--- config.mk ---
export PLATFORM = sky130hd
export DESIGN_NAME = q2e_sqrt_cell
export DESIGN_NICKNAME = d
export VERILOG_FILES = /design/src/design/quaternion_to_euler_zyx_core_macros.svh /design/src/design/q2e_pkg.sv /design/src/design/q2e_sqrt_cell.sv
export SDC_FILE = /design/constraint.sdc
export NUM_CORES = 1
export LEC_CHECK = 0
export ABC_CLOCK_PERIOD_IN_PS = 2900
export BUFFER_PORTS_ARGS = -buffer_cell sky130_fd_sc_hd__buf_2
export CAP_MARGIN = 10
export CORE_MARGIN = 8
export CORE_UTILIZATION = 45
export DETAILED_ROUTE_END_ITERATION = 16
export GPL_TIMING_DRIVEN = 0
export PLACE_DENSITY = 0.77
export SKIP_LAST_GASP = 1
export SLEW_MARGIN = 20
export SYNTH_ARGS = -nofsm -noshare
export SYNTH_HDL_FRONTEND = slang
export SYNTH_SLANG_ARGS = --single-unit
--- constraint.sdc ---
create_clock -name i_clk -period 2.9 [get_ports i_clk]
set_input_delay 0.29 -clock i_clk [delete_from_list [all_inputs] [get_ports i_clk]]
set_output_delay 0.29 -clock i_clk [all_outputs]
set_load 0.03 [all_outputs]
--- src/design/quaternion_to_euler_zyx_core_macros.svh ---
// Assertion macros for the quaternion to Euler angle core
`ifndef QUATERNION_TO_EULER_ZYX_CORE_MACROS_SVH
`define QUATERNION_TO_EULER_ZYX_CORE_MACROS_SVH

// condition holds in the same cycle
`define Q2E_ASSERT_NOW(lbl, clk, rst_n, ante, cons, msg) \
    lbl: assert property (@(posedge clk) disable iff (!rst_n) (ante) |-> (cons)) \
        else $error(msg);

// condition holds in the following cycle
`define Q2E_ASSERT_NEXT(lbl, clk, rst_n, ante, cons, msg) \
    lbl: assert property (@(posedge clk) disable iff (!rst_n) (ante) |=> (cons)) \
        else $error(msg);

`endif

--- src/design/q2e_pkg.sv ---
// Shared types, widths and tables for the quaternion to Euler angle core
`timescale 1ns / 1ps

package q2e_pkg;

    localparam int CORDIC_STEPS_DEF = 16;
    localparam int ATAN_LEN         = 24;
    localparam int OP_W             = 35;   // atan2 operand width
    localparam int CORD_W           = 37;   // CORDIC x/y width, allows gain growth
    localparam int ANG_W            = 34;   // angle accumulator, 2^31 = pi
    localparam int SQ_W             = 57;   // radicand, up to 2^56
    localparam int ROOT_W           = 29;   // root, up to 2^28
    localparam int T_W              = 30;   // clamped pitch test
    localparam int MAG_W            = 29;
    localparam int PROD_W           = 32;
    localparam int LIM_W            = 15;
    localparam int BAM_W            = 16;

    localparam logic [LIM_W-1:0] GIMBAL_LIMIT_RST = LIM_W'(16384);

    localparam logic [31:0] ATAN_TAB [ATAN_LEN] = '{
        32'h20000000, 32'h12E4051E, 32'h09FB385B, 32'h051111D4, 32'h028B0D43, 32'h0145D7E1,
        32'h00A2F61E, 32'h00517C55, 32'h0028BE53, 32'h00145F2F, 32'h000A2F98, 32'h000517CC,
        32'h00028BE6, 32'h000145F3, 32'h0000A2FA, 32'h0000517D, 32'h000028BE, 32'h0000145F,
        32'h00000A30, 32'h00000518, 32'h0000028C, 32'h00000146, 32'h000000A3, 32'h00000051
    };

    typedef struct packed {
        logic signed [15:0] quat_x;
        logic signed [15:0] quat_y;
        logic signed [15:0] quat_z;
        logic signed [15:0] quat_w;
    } t_q2e_in;

    typedef struct packed {
        logic signed [15:0] roll_angle;
        logic signed [15:0] pitch_angle;
        logic signed [15:0] yaw_angle;
        logic               gimbal_case;
    } t_q2e_out;

    typedef struct packed {
        logic signed [CORD_W-1:0] x;
        logic signed [CORD_W-1:0] y;
        logic signed [ANG_W-1:0]  z;
        logic                     zero;
    } t_cordic;

    typedef struct packed {
        logic [SQ_W-1:0]       rem;
        logic [ROOT_W-1:0]     root;
        logic signed [T_W-1:0] t;
    } t_sqrt;

    typedef struct packed {
        logic [BAM_W-1:0] roll;
        logic [BAM_W-1:0] yaw;
    } t_angles;

endpackage

--- src/design/q2e_sqrt_cell.sv ---
// One root bit of the restoring square root chain
`timescale 1ns / 1ps

module q2e_sqrt_cell #(
    parameter int K = 0
) (
    input  logic           i_clk,
    input  logic           i_en,
    input  q2e_pkg::t_sqrt i_cell,
    output q2e_pkg::t_sqrt o_cell
);

    localparam int TW = q2e_pkg::SQ_W + 2;

    logic [TW-1:0]      w_test;
    logic [TW-1:0]      w_rem;
    q2e_pkg::t_sqrt     n_cell;
    q2e_pkg::t_sqrt     r_cell;

    // test = 2*root*2^K + 4^K, root holds only bits above K
    assign w_test = (TW'(i_cell.root) << (K + 1)) + (TW'(1) << (2 * K));
    assign w_rem  = TW'(i_cell.rem);

    always_comb begin
        n_cell = i_cell;
        if (w_rem >= w_test) begin
            n_cell.rem  = i_cell.rem - w_test[q2e_pkg::SQ_W-1:0];
            n_cell.root = i_cell.root | (q2e_pkg::ROOT_W'(1) << K);
        end
    end

    always_ff @(posedge i_clk) begin
        if (i_en) begin
            r_cell <= n_cell;
        end
    end

    assign o_cell = r_cell;

endmodule

==> metrics.txt, run 1 <==
met2 Use GR 33.5%; CTS tree yes; synth top area cells edfxtp_1 (55%), ha_1 (5.9%), xor2_1 (4.5%); Core Rows 43; Commonest cells post-synth edfxtp_1 (116), nand2_1 (68), o21ai_0 (47); met3 Usage GRT 6.01%; gp weighted congestion 0.915; most common cell in the netlist edfxtp_1; synthesis-to-finish area growth 33.4%; Inst Count DP 982; initial antenna violation count 3; Max Cap Violations 0; Worst Setup End Kind flop; critical path data arrival time 2.94 ns; Synth warnings 0; Residual DRC 0; pwr/cell area 639 nW/µm²; clock sinks 116; GRT Total Usage 20.0%; Syn Std Cell Area 6390 µm²; GR Util met1 23.6%; VDD IR max 0.000350 V; max frequency 361 MHz; Place WS -0.655 ns; Net Switching 1.70 mW; largest net degree at the start of global routing 61; Internal 3.74 mW; die outline width 135 µm; CTS root buffer clkbuf_16; vias in the first global route 5,315; Final HPWL DP 14,700 µm; Synth top area share 54.5%; cell taking the most area after synthesis edfxtp_1; Pre-antenna DRT Iters 5; die area 18,300 µm²; Cells after Synth 568; Initial Util 46.0%; WP data required 3.07 ns; Via density 5.33; Worst Setup EP o_cell[73]$_DFFE_PP_; Fin. Hold Viols 0; Critical Path Start Type primary input; Post-DP Area 7820 µm²; Top Usage Layer GRT met2; post-route cell area 8520 µm²; HP Class in -> reg; share of layout cells above drive strength 1 36.1%; syn avg cell area 11.2 µm²; CTS H-tree lvls 4; Worst-path clk slew 0.06 ns; drt wl/cell 18.7 µm; worst slew pin tran 0.773 ns; first-pass GRT wire length 28,200 µm; Final #Nets 970; status finished, final reports clean; post-synthesis net count 717; Iter 0 DRT Violations 335; Post-DRT Antenna Nets 0; combinational share of power 21.8%; clock power share 39.7%; Core Footprint 13,900 µm²; RSZ-0062 raised after global routing true; leakage power 3.65 nW; ys flop type edfxtp_1; Max clock buf depth 2; final cell utilization of the core 61.4%; CTS Buf Count 17; post-cts hold buffer count 0; Tcrit/Tclk final 95.4%; EDFF count, synth 116; Final WS setup 0.133 ns; Ports 234; Yosys reg bits 116; Sw Ratio 31.3%; Crit Path Max Fanout 10; IO Port Bufs 233; Layout Cells excl Fill 1,017; total gr overflow 0; final setup violation count 0; post-synth cell types 55; Largest register FFs 116; Worst Setup SP i_cell[32]; Final Max Slew Viols 0; Routed WL 19,100 µm; vias 5,420; Seq pwr share 38.5%; post-layout minimum cycle time 2.77 ns; post-synthesis sequential area ratio 54.5%; Slew headroom 47.9%; Die Y 135 µm; post-synthesis async set-or-reset flop share 0%; crit path kind in -> reg
-- layout make-up --
cell class / instances / area, µm²
fillers: 1156 / 5360
flip-flops and latches: 116 / 3480
multi-input cells: 398 / 2740
repair buffers: 239 / 1240
clock buffers: 17 / 425
well taps: 180 / 225
clock inverters: 15 / 185
inverters: 33 / 124
plain buffers: 16 / 95.1
diodes: 3 / 7.51
-- through the flow --
step	power [mW]	hold slack, ns	setup TNS, ns
2_1_floorplan	2.88	0.389	0
3_3_place_gp	3.27	0.466	-24.03
3_5_place_dp	3.29	0.468	-23.32
4_1_cts	5.46	0.0232	-0.0232
5_1_grt	5.64	0.0170	-0.0561
6_report	5.44	0.0365	0
-- layer usage --
metal,routed length [µm],share of wire [%],vias to the layer above
met5,0,0,-
met4,365,1.9,0
met3,1540,8.1,30
met2,9540,50,230
met1,7600,40,2533
li1,-,-,2627
-- power by group through the flow --
stage          sequential, mW  combinational [mW]  clock [mW]
5_1_grt                  2.11                1.27        2.26
3_3_place_gp             2.13                1.14           0
3_5_place_dp             2.13                1.16           0
4_1_cts                  2.10                1.17        2.19
6_report                 2.10                1.19        2.16
2_1_floorplan            2.49               0.390           0
-- cells in the final DEF (no fill, tap or decap), drive strengths merged, types with 3 or more instances in the layout --
master and count:
nor4 11, o21ai 48, and4 4, a211oi 5, o31ai 4, or2 3
xor2 33, a21oi 29, inv 42, nand2 68, nand2b 6, nor3 12
nand4b 3, nand4 8, a21o 13, nor4b 8, ha 30, nand3 10
buf 247, clkinv 3, xnor2 22, nor2 24, or3 9, or4 4
nand3b 3, o21bai 5, diode 3, a21boi 4, and2 3, edfxtp 116
and3 5, clkbuf 25, a31oi 5
-- kinds of logic (layout without fill, tap and decap cells) --
| family | count (synthesis) | in the layout | synth area share (%) |
|---|---|---|---|
| AO/OA/AOI/OAI | 125 | 125 | 12.4 |
| multiplexers | 1 | 1 | 0.176 |
| flip-flops | 116 | 116 | 54.5 |
| XOR/XNOR | 55 | 55 | 7.54 |
| adder cells (fa/ha/maj) | 31 | 31 | 6.19 |
| buffers and inverters | 54 | 320 | 3.72 |
| AND/OR/NAND/NOR | 186 | 186 | 15.5 |
| other | 0 | 3 | 0 |
-- timing repair --
| item | CTS | global route |
|---|---|---|
| setup buffers | 3 | 2 |
| pin swaps | 2 | 2 |
| resized for setup | 3 | 9 |
| endpoints found under the setup margin | 15 | 50 |
-- how the worst min path moves through the flow --
stage,slack [ns],cells past startpoint,startpoint,end
3_5_place_dp,0.47,1,i_cell[5],o_cell[5]$_DFFE_PP_
6_report,0.04,1,i_cell[27],o_cell[27]$_DFFE_PP_
3_3_place_gp,0.47,1,i_cell[14],o_cell[14]$_DFFE_PP_
4_1_cts,0.02,1,i_cell[5],o_cell[5]$_DFFE_PP_
5_1_grt,0.02,1,i_cell[24],o_cell[24]$_DFFE_PP_
2_1_floorplan,0.39,0,i_cell[0],o_cell[0]$_DFFE_PP_
-- critical path, stage by stage --
cell and delay (ns):
buf_2 0.10, inv_1 0.04, ha_1 0.36, a21o_1 0.20
a221o_1 0.41, nand4b_1 0.23, a21boi_0 0.16, o21ba_2 0.26
o21ai_2 0.20, buf_6 0.19, buf_6 0.17, mux2_2 0.34
Note: power is estimated with default switching activity, not from simulation.
==> run 2: changes to the inputs <==
--- a/config.mk
+++ b/config.mk
@@ -9,12 +9,12 @@
 export BUFFER_PORTS_ARGS = -buffer_cell sky130_fd_sc_hd__buf_2
 export CAP_MARGIN = 10
 export CORE_MARGIN = 8
-export CORE_UTILIZATION = 45
+export CORE_UTILIZATION = 47
+export CTS_BUF_LIST = sky130_fd_sc_hd__clkbuf_8
 export DETAILED_ROUTE_END_ITERATION = 16
 export GPL_TIMING_DRIVEN = 0
-export PLACE_DENSITY = 0.77
+export PLACE_DENSITY = 0.8
 export SKIP_LAST_GASP = 1
-export SLEW_MARGIN = 20
 export SYNTH_ARGS = -nofsm -noshare
 export SYNTH_HDL_FRONTEND = slang
 export SYNTH_SLANG_ARGS = --single-unit
==> metrics.txt, run 2 (synthesis results as in run 1) <==
status finished, final reports clean; GRT Total Usage 21.2%; min-delay src i_cell[13]; # fillers 1,069; Die Y 133 µm; WHS 0.0215 ns; Worst Setup End Kind flop; pwr/cell area 577 nW/µm²; VDD IR max 0.000246 V; die area 17,600 µm²; Worst Setup SP i_cell[99]; Initial Util 48.3%; Fin. Hold Viols 0; Residual DRC 0; clock sinks 116; initial antenna violation count 1; Critical Path Start Type primary input; vias 5,496; Tcrit/Tclk final 95.8%; vias in the first global route 5,634; clock power share 33.1%; final setup violation count 0; synthesis-to-finish area growth 33.7%; Max Cap Violations 0; Max clock buf depth 2; Via density 5.33; CTS tree yes; first-pass GRT wire length 29,500 µm; Post-DRT Antenna Nets 0; CTS root buffer clkbuf_8; HP Class in -> reg; Final Max Slew Viols 0; Post-DP Area 7810 µm²; Net Switching 1.61 mW; Worst-path clk slew 0.08 ns; Slew headroom 45.0%; critical path data arrival time 2.98 ns; CTS Buf Count 17; die outline width 133 µm; CTS H-tree lvls 4; Ports 234; Internal 3.32 mW; commonest non-fill, non-tap cell in the layout buf_2; RSZ-0062 raised after global routing false; Worst Setup EP o_cell[73]$_DFFE_PP_; drt wl/cell 18.5 µm; largest net degree at the start of global routing 63; worst slew pin tran 0.825 ns; post-route cell area 8550 µm²; Core Rows 42; Final #Nets 991; total gr overflow 0; WP data required 3.10 ns; Crit Path Max Fanout 10; Iter 0 DRT Violations 484; most frequent cells in the layout buf_2 (232), edfxtp_1 (116), nand2_1 (68), o21ai_0 (46); Largest register FFs 116; Routed WL 19,100 µm; Seq pwr share 42.5%; Pre-antenna DRT Iters 5; combinational share of power 24.5%; max frequency 360 MHz; leakage power 3.66 nW; Sw Ratio 32.6%; Core Footprint 13,200 µm²; Final HPWL DP 14,500 µm; gp weighted congestion 0.922; share of layout cells above drive strength 1 35.3%; post-layout minimum cycle time 2.78 ns; IO Port Bufs 233; crit path kind in -> reg
## run 2: cell count changes in the layout (fill, tap and decap cells not counted), moves of 2 or more
cell / delta
diode_2: -2
clkbuf_8: +17
clkbuf_16: -17
dlygate4sd3_1: +21
inv_6: -4
clkinv_4: +3
## run 2: metal layers
| layer | vias up | share of wire [%] | GRT usage [%] |
|---|---|---|---|
| met5 | - | 0 | 0 |
| met4 | 0 | 2.2 | 8.01 |
| met3 | 37 | 6.5 | 5.53 |
| met2 | 237 | 51 | 36.9 |
| met1 | 2559 | 41 | 24.5 |
| li1 | 2663 | - | - |
## run 2: repair_timing
| item | in CTS | in global routing |
|---|---|---|
| setup endpoints to repair | 12 | 55 |
| endpoints found under the hold margin | 20 | 1 |
| buffers inserted | 1 | 4 |
| hold buffers | 20 | 1 |
| pin swaps | 2 | 3 |
| resized for setup | 3 | 12 |
## run 2: final cells by class
type / instances / area (µm²) / share of cell area [%]
clock buffers: 17 / 234 / 2.74
repair buffers: 260 / 1440 / 16.9
well taps: 176 / 220 / 2.58
inverters: 33 / 124 / 1.45
plain buffers: 16 / 98.8 / 1.16
multi-input cells: 398 / 2740 / 32.1
clock inverters: 15 / 195 / 2.28
flip-flops and latches: 116 / 3480 / 40.8
diodes: 1 / 2.50 / 0.0293
## run 2: per-stage QoR
step / TNS, ns / power [mW] / instances / setup slack [ns] / util, %
detailed placement: -22.72 / 3.29 / 978 / -0.623 / 58.9
global placement: -23.53 / 3.27 / 977 / -0.579 / 58.7
CTS: 0 / 4.94 / 1031 / 0.0332 / 63.9
floorplan: 0 / 2.88 / 568 / 0.0123 / -
global route: 0 / 5.13 / 1032 / 0.0335 / 64.5
finish: 0 / 4.93 / 1032 / 0.123 / 64.5
## run 2: power groups by stage
stage / clock network (mW) / registers, mW / logic, mW
after detailed placement: 0 / 2.13 / 1.16
after global routing: 1.72 / 2.11 / 1.29
after CTS: 1.65 / 2.09 / 1.19
final: 1.63 / 2.09 / 1.21
after floorplan: 0 / 2.49 / 0.390
after global placement: 0 / 2.13 / 1.15
## run 2: worst min path at each step
stage               slack (ns)                   end  cells after the start
floorplan                 0.39   o_cell[0]$_DFFE_PP_                      0
finish                    0.02  o_cell[13]$_DFFE_PP_                      1
detailed placement        0.47   o_cell[1]$_DFFE_PP_                      1
global route             0.001   o_cell[4]$_DFFE_PP_                      1
global placement          0.47   o_cell[6]$_DFFE_PP_                      1
CTS                     0.0002  o_cell[13]$_DFFE_PP_                      1
## run 2: worst max-delay path, cell delays in order
cell and delay (ns):
buf_2 0.12, nor4_1 0.59, nor4bb_1 0.53, nand4_1 0.22, a31oi_2 0.25, nand2_1 0.09
o21ai_2 0.19, buf_6 0.19, buf_6 0.17, mux2_2 0.34
==> run 3: changes to the inputs <==
--- a/config.mk
+++ b/config.mk
@@ -5,15 +5,15 @@
 export SDC_FILE = /design/constraint.sdc
 export NUM_CORES = 1
 export LEC_CHECK = 0
-export ABC_CLOCK_PERIOD_IN_PS = 2900
+export ABC_CLOCK_PERIOD_IN_PS = 3060
 export BUFFER_PORTS_ARGS = -buffer_cell sky130_fd_sc_hd__buf_2
 export CAP_MARGIN = 10
 export CORE_MARGIN = 8
-export CORE_UTILIZATION = 47
+export CORE_UTILIZATION = 52
 export CTS_BUF_LIST = sky130_fd_sc_hd__clkbuf_8
 export DETAILED_ROUTE_END_ITERATION = 16
 export GPL_TIMING_DRIVEN = 0
-export PLACE_DENSITY = 0.8
+export PLACE_DENSITY = 0.83
 export SKIP_LAST_GASP = 1
 export SYNTH_ARGS = -nofsm -noshare
 export SYNTH_HDL_FRONTEND = slang
==> constraint.sdc (replaced) <==
create_clock -name i_clk -period 3.06 [get_ports i_clk]
set_input_delay 0 -clock i_clk [delete_from_list [all_inputs] [get_ports i_clk]]
set_output_delay 0 -clock i_clk [all_outputs]
set_load 0.03 [all_outputs]
==> metrics.txt, run 3 (synthesis results as in run 1) <==
status finished, final reports clean; critical path data arrival time 3.17 ns; Internal 3.22 mW; CTS Buf Count 17; # fillers 750; CTS tree yes; initial antenna violation count 1; Tcrit/Tclk final 97.2%; worst slew pin tran 0.672 ns; Fin. Hold Viols 0; Slew headroom 55.0%; post-layout minimum cycle time 2.97 ns; CTS root buffer clkbuf_8; Critical Path Start Type primary input; Residual DRC 0; Inst Count DP 949; synthesis-to-finish area growth 48.0%; leakage power 4.06 nW; Core Footprint 12,000 µm²; VDD IR max 0.000313 V; share of layout cells above drive strength 1 31.6%; die outline width 127 µm; drt wl/cell 20.6 µm; Max clock buf depth 2; CP Cell Sequence dlygate4sd3_1 > buf_2 > ha_1 > clkbuf_1 > and4_1 > a211oi_1 > o21ai_0 > a221oi_2 > nor4b_4 > buf_4 > nand4b_1 > xnor2_1; largest net degree at the start of global routing 83; Final Max Slew Viols 0; Initial Util 53.2%; Final HPWL DP 14,600 µm; Pre-antenna DRT Iters 5; Sw Ratio 33.2%; Worst-path clk slew 0.08 ns; gp weighted congestion 0.875; Final WS setup 0.0864 ns; CTS H-tree lvls 4; min-delay src i_en; GRT Total Usage 27.5%; Via density 5.67; Layout Cells excl Fill 1,103; first-pass GRT wire length 34,800 µm; Core Rows 40; Crit Path Max Fanout 10; slowest CP cell dlygate4sd3_1; WHS 0.0405 ns; Final #Nets 1,091; crit path kind in -> reg; most frequent cells in the layout buf_2 (233), dlygate4sd3_1 (116), edfxtp_1 (116), nand2_1 (68), o21ai_0 (47); Iter 0 DRT Violations 740; HP Class in -> reg; Post-DP Area 7770 µm²; RSZ-0062 raised after global routing true; total gr overflow 0; Max Cap Violations 0; WP data required 3.26 ns; die area 16,100 µm²; Worst Setup End Kind flop; post-route cell area 9450 µm²; commonest non-fill, non-tap cell in the layout buf_2; vias 6,259; Post-DRT Antenna Nets 0; pwr/cell area 510 nW/µm²; Worst Hold Depth 1; CP max stage delay 0.57 ns; combinational share of power 26.2%; Hold Path Sink o_cell[102]$_DFFE_PP_; Largest register FFs 116; final setup violation count 0; clock sinks 116; Net Switching 1.60 mW; Ports 234; Seq pwr share 41.3%; max frequency 336 MHz; clock power share 32.4%; Routed WL 22,700 µm; Place WS -0.207 ns; vias in the first global route 6,416; Die Y 127 µm; IO Port Bufs 233
## run 3: per-layer routing
metal / part of all wire (%) / wire length (µm) / vias to the layer above / GRT usage [%]
li1: - / - / 2849 / -
met3: 8.0 / 1820 / 48 / 6.28
met2: 53 / 11900 / 358 / 50.1
met1: 37 / 8440 / 3004 / 30.8
met5: 0 / 0 / - / 0
met4: 2.1 / 480 / 0 / 9.94
## run 3: cell type report
class | instances | area, µm² | share of cell area (%)
well taps | 147 | 184 | 1.95
inverters | 33 | 124 | 1.31
repair buffers | 356 | 2400 | 25.4
clock inverters | 15 | 193 | 2.04
plain buffers | 20 | 111 | 1.18
diodes | 1 | 2.50 | 0.0265
clock buffers | 17 | 234 | 2.47
flip-flops and latches | 116 | 3480 | 36.8
multi-input cells | 398 | 2720 | 28.8
## run 3: repair_timing
action,CTS,global route
setup endpoints to repair,0,57
gates resized for setup,0,11
hold buffers,116,0
hold endpoints to repair,116,0
buffers inserted,0,6
## run 3: metrics by stage
stage	total power, mW	setup TNS [ns]	utilization, %
CTS	4.77	0	77.9
detailed placement	3.13	-1.50	64.7
finish	4.82	0	78.7
global placement	3.10	-1.17	64.4
global route	4.99	-0.0125	78.7
floorplan	2.73	0	-
## run 3: power by group through the flow
stage / Combinational (mW) / Clock [mW] / Sequential [mW]
floorplan: 0.370 / 0 / 2.36
global placement: 1.08 / 0 / 2.02
detailed placement: 1.10 / 0 / 2.02
CTS: 1.23 / 1.55 / 1.99
global route: 1.34 / 1.64 / 2.01
finish: 1.27 / 1.56 / 1.99
## run 3: worst max-delay path, delay by kind of cell
kind                     cells  cell delay [ns]
AND/OR/NAND/NOR              3             0.76
AO/OA/AOI/OAI                3             0.80
buffers and inverters        4             1.15
adder cells (fa/ha/maj)      1             0.29
XOR/XNOR                     1             0.17
## run 3: how the worst max path moves through the flow
stage | from | to | slack, ns | depth (start not counted)
after floorplan | i_cell[57] | o_cell[73]$_DFFE_PP_ | 0.46 | 12
after global placement | i_cell[42] | o_cell[106]$_DFFE_PP_ | -0.15 | 12
after detailed placement | i_cell[42] | o_cell[106]$_DFFE_PP_ | -0.21 | 12
after CTS | i_cell[97] | o_cell[73]$_DFFE_PP_ | 0.01 | 11
after global routing | i_cell[101] | o_cell[73]$_DFFE_PP_ | -0.01 | 11
final | i_cell[85] | o_cell[99]$_DFFE_PP_ | 0.09 | 12
